--- src/hw/rtl/gmpc_pkg.sv ---
// shared types and constants for the grid max path count block
`default_nettype none

package gmpc_pkg;

   localparam int COUNT_WIDTH = 5;
   localparam int SIZE_WIDTH  = 5;

   typedef logic [COUNT_WIDTH-1:0] count_type;
   typedef logic [SIZE_WIDTH-1:0]  size_type;

   localparam count_type COUNT_MAX  = 5'd31;
   localparam size_type  SIZE_RESET = 5'd16;

   // finished count handed from the path core to the result register
   typedef struct packed {
      logic      push;
      count_type count;
   } result_type;

endpackage

`default_nettype wire

--- src/hw/rtl/gmpc_channels.sv ---
// valid/ready channel interfaces for grid cells and path counts
`default_nettype none

interface gmpc_req_if;
   logic valid;
   logic ready;
   logic cell_occupied;

   modport source (output valid, output cell_occupied, input ready);
   modport sink (input valid, input cell_occupied, output ready);
endinterface

interface gmpc_rsp_if;
   logic               valid;
   logic               ready;
   gmpc_pkg::count_type max_minerals;

   modport source (output valid, output max_minerals, input ready);
   modport sink (input valid, input max_minerals, output ready);
endinterface

`default_nettype wire

--- src/hw/rtl/gmpc_path_core.sv ---
// row-buffer DP over one grid, one cell per cycle unless the output stalls
`default_nettype none

module gmpc_path_core #(
   parameter int MAX_SIDE = 16
) (
   input  wire                   clock,
   input  wire                   reset,
   gmpc_req_if.sink              req_chan,
   input  wire                   csr_write_enable,
   input  gmpc_pkg::size_type    csr_write_data,
   input  wire                   slot_free,
   output gmpc_pkg::result_type  result
);

   localparam int IDX_W  = $clog2(MAX_SIDE);
   localparam int SIDE_W = $clog2(MAX_SIDE + 1);
   localparam int CMP_W  = (gmpc_pkg::SIZE_WIDTH > SIDE_W) ? gmpc_pkg::SIZE_WIDTH : SIDE_W;
   localparam int RESET_SIDE =
      (int'(gmpc_pkg::SIZE_RESET) > MAX_SIDE) ? MAX_SIDE :
      (int'(gmpc_pkg::SIZE_RESET) < 1) ? 1 : int'(gmpc_pkg::SIZE_RESET);

   logic [IDX_W-1:0]    row_ff, row_in;
   logic [IDX_W-1:0]    col_ff, col_in;
   logic [IDX_W-1:0]    last_idx_ff, last_idx_in;
   gmpc_pkg::count_type left_ff, left_in;
   gmpc_pkg::count_type up_ff;
   gmpc_pkg::count_type row_best [MAX_SIDE];

   logic [CMP_W-1:0]    size_ext;
   logic                is_last;
   logic                accept;
   gmpc_pkg::count_type prior;
   gmpc_pkg::count_type best;

   assign size_ext = CMP_W'(csr_write_data);

   // side length clamped to 1..MAX_SIDE, kept as the last index
   always_comb begin
      if (size_ext == '0) begin
         last_idx_in = '0;
      end else if (size_ext > CMP_W'(MAX_SIDE)) begin
         last_idx_in = IDX_W'(MAX_SIDE - 1);
      end else begin
         last_idx_in = IDX_W'(size_ext - CMP_W'(1));
      end
   end

   assign is_last = (row_ff == last_idx_ff) && (col_ff == last_idx_ff);
   // only the bottom-right cell needs room in the result register
   assign req_chan.ready = !is_last || slot_free;
   assign accept = req_chan.valid && req_chan.ready;

   always_comb begin
      if (row_ff != '0 && col_ff != '0) begin
         prior = (up_ff > left_ff) ? up_ff : left_ff;
      end else if (row_ff != '0) begin
         prior = up_ff;
      end else if (col_ff != '0) begin
         prior = left_ff;
      end else begin
         prior = '0;
      end
   end

   assign best = (prior == gmpc_pkg::COUNT_MAX) ? gmpc_pkg::COUNT_MAX
                                                : prior + gmpc_pkg::count_type'(req_chan.cell_occupied);

   always_comb begin
      row_in  = row_ff;
      col_in  = col_ff;
      left_in = left_ff;
      if (csr_write_enable) begin
         row_in  = '0;
         col_in  = '0;
         left_in = '0;
      end else if (accept) begin
         if (is_last) begin
            row_in  = '0;
            col_in  = '0;
            left_in = '0;
         end else if (col_ff == last_idx_ff) begin
            row_in  = row_ff + IDX_W'(1);
            col_in  = '0;
            left_in = best;
         end else begin
            col_in  = col_ff + IDX_W'(1);
            left_in = best;
         end
      end
   end

   always_ff @(posedge clock) begin
      if (reset) begin
         row_ff      <= '0;
         col_ff      <= '0;
         left_ff     <= '0;
         last_idx_ff <= IDX_W'(RESET_SIDE - 1);
      end else begin
         row_ff  <= row_in;
         col_ff  <= col_in;
         left_ff <= left_in;
         if (csr_write_enable) begin
            last_idx_ff <= last_idx_in;
         end
      end
   end

   // row buffer: write the current column, prefetch the next cell's column
   always_ff @(posedge clock) begin
      if (accept) begin
         row_best[col_ff] <= best;
      end
      up_ff <= row_best[col_in];
   end

   assign result.push  = accept && is_last;
   assign result.count = best;

`ifndef SYNTH
   a_col_in_grid: assert property (@(posedge clock) disable iff (reset)
      col_ff <= last_idx_ff)
      else $error("column index outside grid");

   a_row_in_grid: assert property (@(posedge clock) disable iff (reset)
      row_ff <= last_idx_ff)
      else $error("row index outside grid");

   a_col_advance: assert property (@(posedge clock) disable iff (reset)
      (accept && !csr_write_enable && col_ff != last_idx_ff)
      |=> (col_ff == IDX_W'($past(col_ff) + IDX_W'(1))) && (row_ff == $past(row_ff)))
      else $error("column did not advance after a cell");

   a_csr_restart: assert property (@(posedge clock) disable iff (reset)
      csr_write_enable |=> (row_ff == '0) && (col_ff == '0))
      else $error("size write did not restart the grid");
`endif

endmodule

`default_nettype wire

--- src/hw/rtl/gmpc_result_reg.sv ---
// output register that holds one finished count until it is taken
`default_nettype none

module gmpc_result_reg (
   input  wire                  clock,
   input  wire                  reset,
   input  gmpc_pkg::result_type result,
   output logic                 slot_free,
   gmpc_rsp_if.source           rsp_chan
);

   logic                valid_ff, valid_in;
   gmpc_pkg::count_type count_ff;

   assign slot_free = !valid_ff || rsp_chan.ready;

   always_comb begin
      valid_in = valid_ff;
      if (result.push) begin
         valid_in = 1'b1;
      end else if (rsp_chan.ready) begin
         valid_in = 1'b0;
      end
   end

   always_ff @(posedge clock) begin
      if (reset) begin
         valid_ff <= 1'b0;
      end else begin
         valid_ff <= valid_in;
      end
   end

   always_ff @(posedge clock) begin
      if (result.push) begin
         count_ff <= result.count;
      end
   end

   assign rsp_chan.valid        = valid_ff;
   assign rsp_chan.max_minerals = count_ff;

endmodule

`default_nettype wire

--- src/hw/rtl/grid_max_path_count_top.sv ---
// Grid max path count: cells of an N by N grid arrive in row-major order, one
// occupancy bit per item, and the block returns the largest number of occupied
// cells on any right/down path from the top-left to the bottom-right corner,
// one count per grid, saturating at 31. One cell is accepted every clock
// cycle; the count appears in the result register the cycle after the
// bottom-right cell is taken. The per-cell work is a single pass through a
// one-row buffer (one write and one prefetched read per cycle), a compare and
// an add. The bottom-right cell waits only while an earlier count has not been
// taken. Writing the grid size (clamped to 1..MAX_SIDE) abandons any partial
// grid and starts a new one at the top-left cell.
`default_nettype none

module grid_max_path_count_top #(
   parameter int MAX_SIDE = 16
) (
   input  wire                clock,
   input  wire                reset,
   gmpc_req_if.sink           req_chan,
   gmpc_rsp_if.source         rsp_chan,
   input  wire                csr_write_enable,
   input  gmpc_pkg::size_type csr_write_data
);

   gmpc_pkg::result_type result;
   logic                 slot_free;

   gmpc_path_core #(
      .MAX_SIDE (MAX_SIDE)
   ) u_path_core (
      .clock            (clock),
      .reset            (reset),
      .req_chan         (req_chan),
      .csr_write_enable (csr_write_enable),
      .csr_write_data   (csr_write_data),
      .slot_free        (slot_free),
      .result           (result)
   );

   gmpc_result_reg u_result_reg (
      .clock     (clock),
      .reset     (reset),
      .result    (result),
      .slot_free (slot_free),
      .rsp_chan  (rsp_chan)
   );

endmodule

`default_nettype wire

--- src/flat_wrapper.sv ---
// flat-port wrapper written by rule: the top's interface ports become plain ports
module grid_max_path_count_top_flat 
#(
   parameter int MAX_SIDE = 16
)
  (clock, reset, csr_write_enable, csr_write_data, req_chan_valid, req_chan_cell_occupied, req_chan_ready, rsp_chan_valid, rsp_chan_max_minerals, rsp_chan_ready);
  gmpc_req_if req_chan_i ();
  gmpc_rsp_if rsp_chan_i ();
  input  wire clock;
  input  wire reset;
  input  wire csr_write_enable;
  input  gmpc_pkg::size_type csr_write_data;
  input wire logic [$bits(req_chan_i.valid)-1:0] req_chan_valid;
  input wire logic [$bits(req_chan_i.cell_occupied)-1:0] req_chan_cell_occupied;
  output wire logic [$bits(req_chan_i.ready)-1:0] req_chan_ready;
  output wire logic [$bits(rsp_chan_i.valid)-1:0] rsp_chan_valid;
  output wire logic [$bits(rsp_chan_i.max_minerals)-1:0] rsp_chan_max_minerals;
  input wire logic [$bits(rsp_chan_i.ready)-1:0] rsp_chan_ready;
  assign req_chan_i.valid = req_chan_valid;
  assign req_chan_i.cell_occupied = req_chan_cell_occupied;
  assign req_chan_ready = req_chan_i.ready;
  assign rsp_chan_valid = rsp_chan_i.valid;
  assign rsp_chan_max_minerals = rsp_chan_i.max_minerals;
  assign rsp_chan_i.ready = rsp_chan_ready;
  grid_max_path_count_top #(.MAX_SIDE(MAX_SIDE)) u_core (.clock(clock), .reset(reset), .req_chan(req_chan_i), .rsp_chan(rsp_chan_i), .csr_write_enable(csr_write_enable), .csr_write_data(csr_write_data));
endmodule
--- config.mk ---
export PLATFORM = sky130hd
export DESIGN_NAME = grid_max_path_count_top_flat
export DESIGN_NICKNAME = d
export VERILOG_FILES = /design/src/hw/rtl/gmpc_pkg.sv /design/src/hw/rtl/gmpc_channels.sv /design/src/hw/rtl/gmpc_path_core.sv /design/src/hw/rtl/gmpc_result_reg.sv /design/src/hw/rtl/grid_max_path_count_top.sv /design/src/flat_wrapper.sv
export SDC_FILE = /design/constraint.sdc
export NUM_CORES = 1
export LEC_CHECK = 0
export ABC_AREA = 1
export BUFFER_PORTS_ARGS = -buffer_cell sky130_fd_sc_hd__buf_2
export CORE_MARGIN = 4
export CORE_UTILIZATION = 57
export DETAILED_ROUTE_END_ITERATION = 8
export PLACE_DENSITY = 0.75
export SYNTH_ARGS = -nofsm -noshare
export SYNTH_HDL_FRONTEND = slang
export SYNTH_SLANG_ARGS = --single-unit
--- constraint.sdc ---
create_clock -name clock -period 3.9 [get_ports clock]
set_input_delay 0.195 -clock clock [delete_from_list [all_inputs] [get_ports clock]]
set_output_delay 0.195 -clock clock [all_outputs]
set_load 0.01 [all_outputs]
# ---- Yosys cells after proc, flatten, opt, wreduce, memory -nomap -nowiden
# Memory sizes are Yosys's and may differ from the RTL's. A register that Yosys moved wholly into a read port is not among the register bits.
# Index checks and enable logic that the tools add are counted.
# W data, S select, Z words.
dict set report word_totals {
  output_inout_bits 7
  memories 1
  inputBits 11
  wordCells 49
  ram_bits 80
  regBits 23
}
dict set report op_classes {
  eq_ne 3
  addsub 4
  mux 18
  n_reduce_logical 15
  magnitude_cmp 2
}
# memory words width read_ports rd_clocked_by_memory_dff write_ports line_no
set mem_list {}
lappend mem_list {u_core.u_path_core.row_best 16 5 1 1 1 gmpc_path_core.sv:28} ;# gmpc_pkg::count_type row_best [MAX_SIDE];
# cell n
set op_table {}
lappend op_table {{$mux W4} 8}
lappend op_table {{$mux W5} 6}
lappend op_table {{$add A4 B1 Y4 const B} 2}
lappend op_table {{$eq A4 B4 Y1} 2}
lappend op_table {{$reduce_bool A4 Y1} 2}
lappend op_table {{$add A5 B1 Y5} 1}
lappend op_table {{$eq A5 B5 Y1 const B} 1}
lappend op_table {{$gt A5 B5 Y1} 1}
lappend op_table {{$gt A5 B5 Y1 const B} 1}
lappend op_table {{$logic_not A5 Y1} 1}
lappend op_table {{$logic_and A1 B1 Y1} 4}
lappend op_table {{$mux W1} 4}
lappend op_table {{$reduce_bool A2 Y1} 2}
lappend op_table {{$sub A4 B1 Y4 const B} 1}
lappend op_table {{$logic_not A1 Y1} 2}
lappend op_table {{$logic_or A1 B1 Y1} 2}
lappend op_table {{$reduce_and A2 Y1} 1}
lappend op_table {{$reduce_or A2 Y1} 1}

# ---- Logic depth before layout (Yosys ltp)
# Gate-level depths: netlist of run 1.
dict set report logic_depth {
  word_depth 7
  depth_mapped 17
  mapped_depth_nobuf 17
}

# ---- By module
# From an unflattened synthesis of run 1, not the netlist that was laid out.
dict set report hier_totals {
  hier_cells 601
  hier_area_um2 5497.8
}
# mod seq_area_each_um2 area_per_inst_um2 n_inst cells_per_inst
set by_module_without_submodules {}
lappend by_module_without_submodules {gmpc_path_core 2842.7 5305.1 1 591}
lappend by_module_without_submodules {gmpc_result_reg 170.2 192.7 1 10}

# ---- Worst setup path before layout of run 1
# Ideal clock, no wire load.
dict set report synth_path {
  kind {register -> register}
  start {reg u_core.u_path_core.left_ff[4]}
  end {reg u_core.u_path_core.left_ff[2]}
  setup_ns 0.070
  slack_ns 1.449
  arrival_ns 2.382
  t_required_ns 3.830
  period_less_slack_ns 2.451
  path_buffers 0
  path_stages_with_launch 18
  cell_sequence {dfxtp_1 inv_1 ha_1 nand2_1 nor2_1 nand2_1 nand3_1 nand2_1 nand2_1 nand2_1 a21oi_2 ha_1 ha_1 xor2_1 inv_1 nand2_1 nand2_1 a21oi_1}
}
# item line_no
set synth_lines {}
lappend synth_lines {{start: declaration} gmpc_path_core.sv:26} ;# gmpc_pkg::count_type left_ff, left_in;
lappend synth_lines {{start signal: assignment} gmpc_path_core.sv:102} ;# left_ff <= left_in;

==> flow_metrics.py, run 1 <==
metrics = {
    "die": {
        "core_area_um2": 9370,
        "fp-row-count": 35,
        "die_w_um": 107,
        "die-area_um2": 11400,
        "start_util_pct": 59.4,
        "ios": 18,
        "die_h_um": 107,
    },
    "critical_path": {
        "reg2reg_slack_ns": 0.78,
        "worstPathRequired_ns": 3.96,
        "r2r_cells": 15,
        "cp-start-kind": "flop",
        "end_kind": "flop",
        "crit_top_cell": "nand2_1",
        "critPathMaxFanout": 17,
        "crit_chain": "inv_1 -> ha_1 -> nand2_1 -> nor2_1 -> nand2_1 -> nand3_1 -> nand2_1 -> nand2_1 -> nand2_1 -> a21oi_2 -> ha_1 -> ha_1 -> nand3_1 -> nand2_1 -> and2_1",
        "crit_slowest_cell": "and2_1",
        "path_class": "flop to flop",
        "arrival_ns": 3.19,
        "cpPeakStageDelay_ns": 0.58,
    },
    "cells_and_area": {
        "diodes": 0,
        "area_growth_pct": 5.10,
        "nets": 634,
        "design_area_um2": 5850,
        "fin_util_pct": 62.4,
        "fillerInstances": 811,
        "drive_gt1_share_pct": 10.6,
    },
    "timing": {
        "layout_min_cycle_time_ns": 3.12,
        "period_share_pct": 80.1,
        "rsz0062_at_grt": "no",
        "fin_tns_setup_ns": 0,
        "finalClockSkew_ns": 0.0124,
        "slew_viol_final": 0,
        "finalSetupViolations": 0,
        "worstMarginPinSlew_ns": 0.900,
        "fmax_mhz": 320,
        "finalHoldViolations": 0,
        "max-slew-margin-rel_pct": 39.9,
    },
    "cts": {
        "numCtsBuffers": 9,
        "post_cts_buffers": 0,
        "cts.sinks": 108,
        "cts_tree": "done",
        "clk_latency_ns": 0.36,
        "cts-root-buf": "clkbuf_8",
        "cts-resized-gates": 0,
        "holdBufCountCts": 0,
        "path_clk_slew_ns": 0.10,
        "cts_max_path_buffers": 2,
        "cts_max_level": 3,
    },
    "min_path": {
        "whs_path_depth": 2,
        "hp-class": "input port to flop",
    },
    "power_and_ir_drop": {
        "pwr_density_cell_nw_per_um2": 366,
        "ir_worst_vdd_mv": 0.251,
        "p_leak_nw": 2.47,
    },
    "routing": {
        "drtAntennaViolNets": 0,
        "wl_mm": 12.3,
        "drcViolationCount": 0,
        "vias": 4198,
        "viasPerCell": 5.65,
        "first_pass_iters": 7,
        "drtIter0Drc": 488,
        "wl_per_cell_um": 16.5,
    },
    "synthesis": {
        "ys_top_cells_by_area": "edfxtp_1 46%, nand2_1 8.4%, dfxtp_1 8.3%",
        "synthCells": 600,
        "synth_flop_cell": "edfxtp_1",
        "synth-seq-cells": 108,
        "synth_warnings": 0,
        "syn_area_um2": 5570,
        "synth_area_per_cell_um2": 9.28,
        "yosysTopAreaCell": "edfxtp_1",
        "yosysUniqueCellTypes": 36,
        "synth_top_area_share_pct": 45.9,
        "synth_nets": 625,
        "synth_edf_count": 85,
        "yosysSeqAreaShare_pct": 54.1,
        "synth_commonest_cells": "124 x nand2_1, 96 x inv_1, 85 x edfxtp_1",
        "yosysMostFrequentCell": "nand2_1",
        "async_flop_share_pct": 0,
    },
    "placed_design": {
        "routabilityCongestion": 0.963,
        "io_buffer_count": 17,
        "dp_hpwl_mm": 8.31,
        "placed_area_um2": 5660,
    },
    "global_route": {
        "grt_use_total_pct": 22.2,
        "antenna_found_initial": 0,
        "first_global_vias": 3913,
        "grt_max_degree": 37,
        "overflow": 0,
        "grt_pass1_wl_mm": 19.6,
    },
    "run_status": {
        "status": "finished clean",
    },
    "run": {
        "maxCapViolations": 0,
    },
}
-- metrics by stage --
step	worst slack [ns]	instances	hold WS [ns]	power (mW)
global placement	1.02	727	0.458	1.50
floorplan	1.45	600	0.295	1.46
CTS	0.805	743	0.0942	2.14
global route	0.433	743	0.118	2.22
detailed placement	0.835	727	0.467	1.51
finish	0.777	743	0.108	2.14
-- layer usage --
metal | global-route usage [%] | up-vias | share of wire [%]
met4 | 5.11 | 0 | 1.2
li1 | - | 2032 | -
met5 | 0 | - | 0
met3 | 3.25 | 16 | 6.8
met1 | 30.5 | 1985 | 43
met2 | 37.6 | 165 | 49
-- cell usage in the layout, fill, tap and decap left out, types with 3 or more instances in the layout --
cell,count
inv_1,96
nor2_4,3
buf_2,17
edfxtp_1,85
clkbuf_8,9
buf_4,3
o22ai_1,3
dfxtp_1,23
clkbuf_1,3
nand2_2,8
a21oi_1,15
xor2_1,3
nand3_4,3
nand4_1,37
nand3b_1,11
nand3_2,8
nor2_1,30
nand2_1,124
ha_1,14
inv_2,4
nand3_1,84
o21ai_0,12
-- flip-flops by register name (all words and copies together), names as in the netlist --
signal                                     cells
u_core.u_path_core.row_best                   80
u_core.u_path_core.col_ff                      4
u_core.u_result_reg.rsp_chan.valid             1
u_core.u_path_core.last_idx_ff                 4
u_core.u_result_reg.rsp_chan.max_minerals      5
u_core.u_path_core.up_ff                       5
u_core.u_path_core.left_ff                     5
u_core.u_path_core.row_ff                      4
-- path summary, 6_finish.rpt --
kind / start / end
worst max-delay path: u_core.u_path_core.left_ff[4] / u_core.u_path_core.row_best[9][4]
worst min-delay path: csr_write_enable / u_core.u_path_core.last_idx_ff[0]
worst max register to register: u_core.u_path_core.left_ff[4] / u_core.u_path_core.row_best[9][4]
worst min register to register: u_core.u_path_core.left_ff[3] / u_core.u_path_core.left_ff[3]
-- area by class of cell --
cell class	instances	area (um2)	area share, %
timing repair buffer	20	108	1.84
tap	129	161	2.76
clock buffer	12	135	2.31
sequential	108	3010	51.5
clock inverter	4	50.0	0.856
inverter	102	388	6.63
multi-input combinational	368	1990	34.1
-- worst max-delay path, delay by kind of cell, from the launching register on --
kind            cells  cell delay [ns]
fa+ha+maj           3             0.72
compound gates      1             0.14
simple gates       10             1.53
flops               1             0.35
buf+inv             1             0.07
-- cell families (layout without fill, tap and decap cells) --
kind of cell	after synthesis	count (layout)	share of synthesized area [%]
flops	108	108	54.1
fa+ha+maj	14	14	3.15
buf+inv	124	138	10.0
simple gates	313	313	28.2
compound gates	35	35	3.44
xor+xnor	6	6	1.08
-- power by group --
part / total, mW / internal [mW] / switching [mW]
Sequential: 1.26 / 1.25 / 0.0124
Clock: 0.654 / 0.297 / 0.357
Combinational: 0.225 / 0.0673 / 0.158
Note: power is estimated with default switching activity, not from simulation.
==> run 2: changes to the inputs <==
--- a/config.mk
+++ b/config.mk
@@ -5,12 +5,12 @@
 export SDC_FILE = /design/constraint.sdc
 export NUM_CORES = 1
 export LEC_CHECK = 0
-export ABC_AREA = 1
+export ABC_AREA = 0
 export BUFFER_PORTS_ARGS = -buffer_cell sky130_fd_sc_hd__buf_2
 export CORE_MARGIN = 4
-export CORE_UTILIZATION = 57
+export CORE_UTILIZATION = 55
 export DETAILED_ROUTE_END_ITERATION = 8
-export PLACE_DENSITY = 0.75
+export PLACE_DENSITY = 0.76
 export SYNTH_ARGS = -nofsm -noshare
 export SYNTH_HDL_FRONTEND = slang
 export SYNTH_SLANG_ARGS = --single-unit
==> constraint.sdc (replaced) <==
create_clock -name clock -period 2.5 [get_ports clock]
set_input_delay 0.125 -clock clock [delete_from_list [all_inputs] [get_ports clock]]
set_output_delay 0.125 -clock clock [all_outputs]
set_load 0.01 [all_outputs]
==> run 2 against run 1 <==
  * The run now ends with negative setup slack left
  * Largest power group unchanged
  * Count of clock-buffer cells in the layout down 3
  * Worst setup slack worse by 0.94 ns
  * Sequential power up 56%
  * Cell count down 17%
  * Total power up 57%
  * Clock skew down 0.0041 ns
  * Non-clock buffer count up 77
==> flow_metrics.py, run 2 <==
metrics = {
    "timing": {
        "finalSetupViolations": 71,
        "period_share_pct": 107,
        "finalClockSkew_ns": 0.00831,
        "rsz0062_at_grt": "yes",
        "timing.hold.ws_ns": 0.0244,
        "finalHoldViolations": 0,
        "slew_viol_final": 0,
        "worstMarginPinSlew_ns": 0.549,
        "max-slew-margin-rel_pct": 63.2,
        "final.setup.worst_slack_ns": -0.167,
        "fin_tns_setup_ns": -4.04,
        "layout_min_cycle_time_ns": 2.67,
        "fmax_mhz": 375,
    },
    "critical_path": {
        "cpPeakStageDelay_ns": 0.56,
        "endpoint": "u_core.u_path_core.up_ff[3]",
        "cp-start-kind": "flop",
        "path_class": "flop to flop",
        "r2r_cells": 9,
        "crit_top_cell": "or4_4",
        "end_kind": "flop",
        "arrival_ns": 2.92,
        "reg2reg_slack_ns": -0.17,
        "startpoint": "u_core.u_path_core.last_idx_ff[3]",
        "timing.rr.start": "u_core.u_path_core.last_idx_ff[3]",
        "crit_chain": "xor2_2 -> or4_4 -> or4_4 -> and2_4 -> buf_4 -> nor2_4 -> nand3_1 -> o221ai_1 -> o32ai_2",
        "reg2reg_to": "u_core.u_path_core.up_ff[3]",
        "critPathMaxFanout": 7,
        "worstPathRequired_ns": 2.75,
        "crit_slowest_cell": "or4_4",
    },
    "power_and_ir_drop": {
        "p_leak_nw": 2.32,
        "p_int_mw": 2.57,
        "ir_worst_vdd_mv": 0.493,
        "pwr_density_cell_nw_per_um2": 526,
        "power_switching_mw": 0.796,
        "swShare_pct": 23.7,
        "sequentialPowerShare_pct": 58.2,
        "comb_power_share_pct": 8.8,
        "power_frac_clock_pct": 33.0,
        "p_total_mw": 3.36,
    },
    "die": {
        "die-area_um2": 10500,
        "start_util_pct": 56.5,
        "fp-row-count": 34,
        "die_w_um": 102,
        "core_area_um2": 8680,
        "die_h_um": 102,
        "ios": 18,
    },
    "global_route": {
        "first_global_vias": 3711,
        "grt_use_total_pct": 24.0,
        "grt_max_degree": 20,
        "grt_pass1_wl_mm": 18.8,
        "overflow": 0,
        "antenna_found_initial": 1,
    },
    "cts": {
        "cts_max_path_buffers": 2,
        "cts.sinks": 108,
        "clk_latency_ns": 0.37,
        "cts-root-buf": "clkbuf_8",
        "path_clk_slew_ns": 0.11,
        "numCtsBuffers": 9,
        "cts_max_level": 3,
        "cts_tree": "done",
        "holdBufCountCts": 0,
    },
    "placed_design": {
        "io_buffer_count": 17,
        "dp_hpwl_mm": 8.00,
        "placed_cells": 584,
        "routabilityCongestion": 0.987,
        "dp_slack_ns": -0.183,
    },
    "synthesis": {
        "synth_edf_count": 85,
        "synth-seq-cells": 108,
        "synth_top_area_share_pct": 52.1,
        "synth_flop_cell": "edfxtp_1",
        "synthCells": 402,
        "yosysSeqAreaShare_pct": 61.4,
        "yosysTopAreaCell": "edfxtp_1",
        "synth_warnings": 0,
        "synth_area_per_cell_um2": 12.2,
        "syn_area_um2": 4900,
        "synth_commonest_cells": "85 x edfxtp_1, 37 x nor2_1, 33 x nand2_1",
        "yosysMostFrequentCell": "edfxtp_1",
        "yosysUniqueCellTypes": 56,
        "async_flop_share_pct": 0,
        "synth_nets": 427,
        "ys_top_cells_by_area": "edfxtp_1 52%, dfxtp_1 9.4%, mux2i_1 5.3%",
    },
    "routing": {
        "viasPerCell": 6.04,
        "wl_per_cell_um": 20.5,
        "drcViolationCount": 0,
        "vias": 3726,
        "first_pass_iters": 6,
        "wl_mm": 12.6,
        "drtAntennaViolNets": 0,
        "drtIter0Drc": 293,
    },
    "cells_and_area": {
        "layout_common_cells": "85 x edfxtp_1, 71 x buf_4, 37 x nor2_1",
        "diodes": 0,
        "finalNonFillerCells": 617,
        "largest-register": "u_core.u_path_core.row_best",
        "layout.cells.most_common": "edfxtp_1",
        "nets": 529,
        "largest_register_ffs": 80,
        "area_growth_pct": 30.2,
        "drive_gt1_share_pct": 36.1,
    },
    "run_status": {
        "violations": "negative setup slack",
        "status": "finished, violations left",
    },
    "run": {
        "maxCapViolations": 0,
    },
    "min_path": {
        "hp-class": "input port to flop",
    },
}
[run 2: cell types whose count changed after synthesis, moves of 7 or more]
cell	change
a22o_1	+8
inv_1	-79
mux2i_1	+26
nand2_1	-91
nand2_2	-8
nand2b_1	+7
nand3_1	-74
nand3_2	-7
nand3b_1	-10
nand4_1	-31
nor2_1	+7
o21ai_0	+11
[run 2: critical path, delay by kind of cell, from the launching register on]
| family | cells | cell delay, ns |
|---|---|---|
| AO/OA/AOI/OAI | 2 | 0.30 |
| XOR/XNOR | 1 | 0.18 |
| buffers and inverters | 1 | 0.17 |
| flip-flops | 1 | 0.35 |
| AND/OR/NAND/NOR | 5 | 1.54 |
[run 2: worst min-delay path by stage]
stage	startpoint	to	slack, ns	cells after the start
after global placement	csr_write_data[4]	u_core.u_path_core.last_idx_ff[3]	0.39	3
after CTS	csr_write_data[4]	u_core.u_path_core.last_idx_ff[3]	0.01	3
after global routing	csr_write_data[4]	u_core.u_path_core.last_idx_ff[3]	0.02	3
after floorplan	csr_write_data[4]	u_core.u_path_core.last_idx_ff[3]	0.28	2
final	csr_write_data[4]	u_core.u_path_core.last_idx_ff[3]	0.02	3
after detailed placement	csr_write_data[4]	u_core.u_path_core.last_idx_ff[3]	0.42	3
[run 2: what timing repair did]
action | CTS | global route
buffers inserted | 6 | 2
setup endpoints to repair | 94 | 140
cloned | 3 | 6
pin swaps | 12 | 14
resized for setup | 28 | 30
[run 2: power groups by stage]
stage	Combinational [mW]	Sequential, mW	Clock (mW)
floorplan	0.137	1.99	0
global placement	0.241	1.99	0
detailed placement	0.250	1.99	0
CTS	0.265	1.95	1.12
global route	0.319	1.96	1.20
finish	0.296	1.96	1.11
[run 2: cell type report]
| class | count | area [um2] |
|---|---|---|
| Clock buffer | 9 | 124 |
| Timing Repair Buffer | 97 | 796 |
| Inverter | 18 | 67.6 |
| Multi-Input combinational cell | 270 | 2150 |
| Sequential cell | 108 | 3030 |
| Tap cell | 108 | 135 |
| Fill cell | 571 | 2290 |
| Clock inverter | 7 | 85.1 |
[run 2: metal layers]
metal | part of all wire, % | vias to the layer above | global-route usage (%) | wire length (um)
met5 | 0.10 | - | 0 | 13
met4 | 4.1 | 2 | 9.18 | 519
met3 | 6.8 | 36 | 5.87 | 857
met2 | 50 | 160 | 41.8 | 6360
met1 | 39 | 1806 | 28.6 | 4880
li1 | - | 1722 | - | -
[run 2: logic make-up (layout without fill, tap and decap cells)]
kind of cell | count (synthesis) | count (layout) | synth area share [%]
AOI/OAI and AO/OA | 81 | 81 | 11.2
and+or+nand+nor | 130 | 136 | 13.3
buffers and inverters | 30 | 131 | 2.73
muxes | 27 | 27 | 5.54
DFF | 108 | 108 | 61.4
xor gates and xnor gates | 10 | 10 | 1.79
adders and majority gates | 16 | 16 | 3.98
[run 2: per-stage QoR]
step	cell area [um2]	util (%)
floorplan	4990	-
global placement	5690	65.6
detailed placement	5690	65.6
CTS	6130	70.6
global route	6390	73.6
finish	6390	73.6
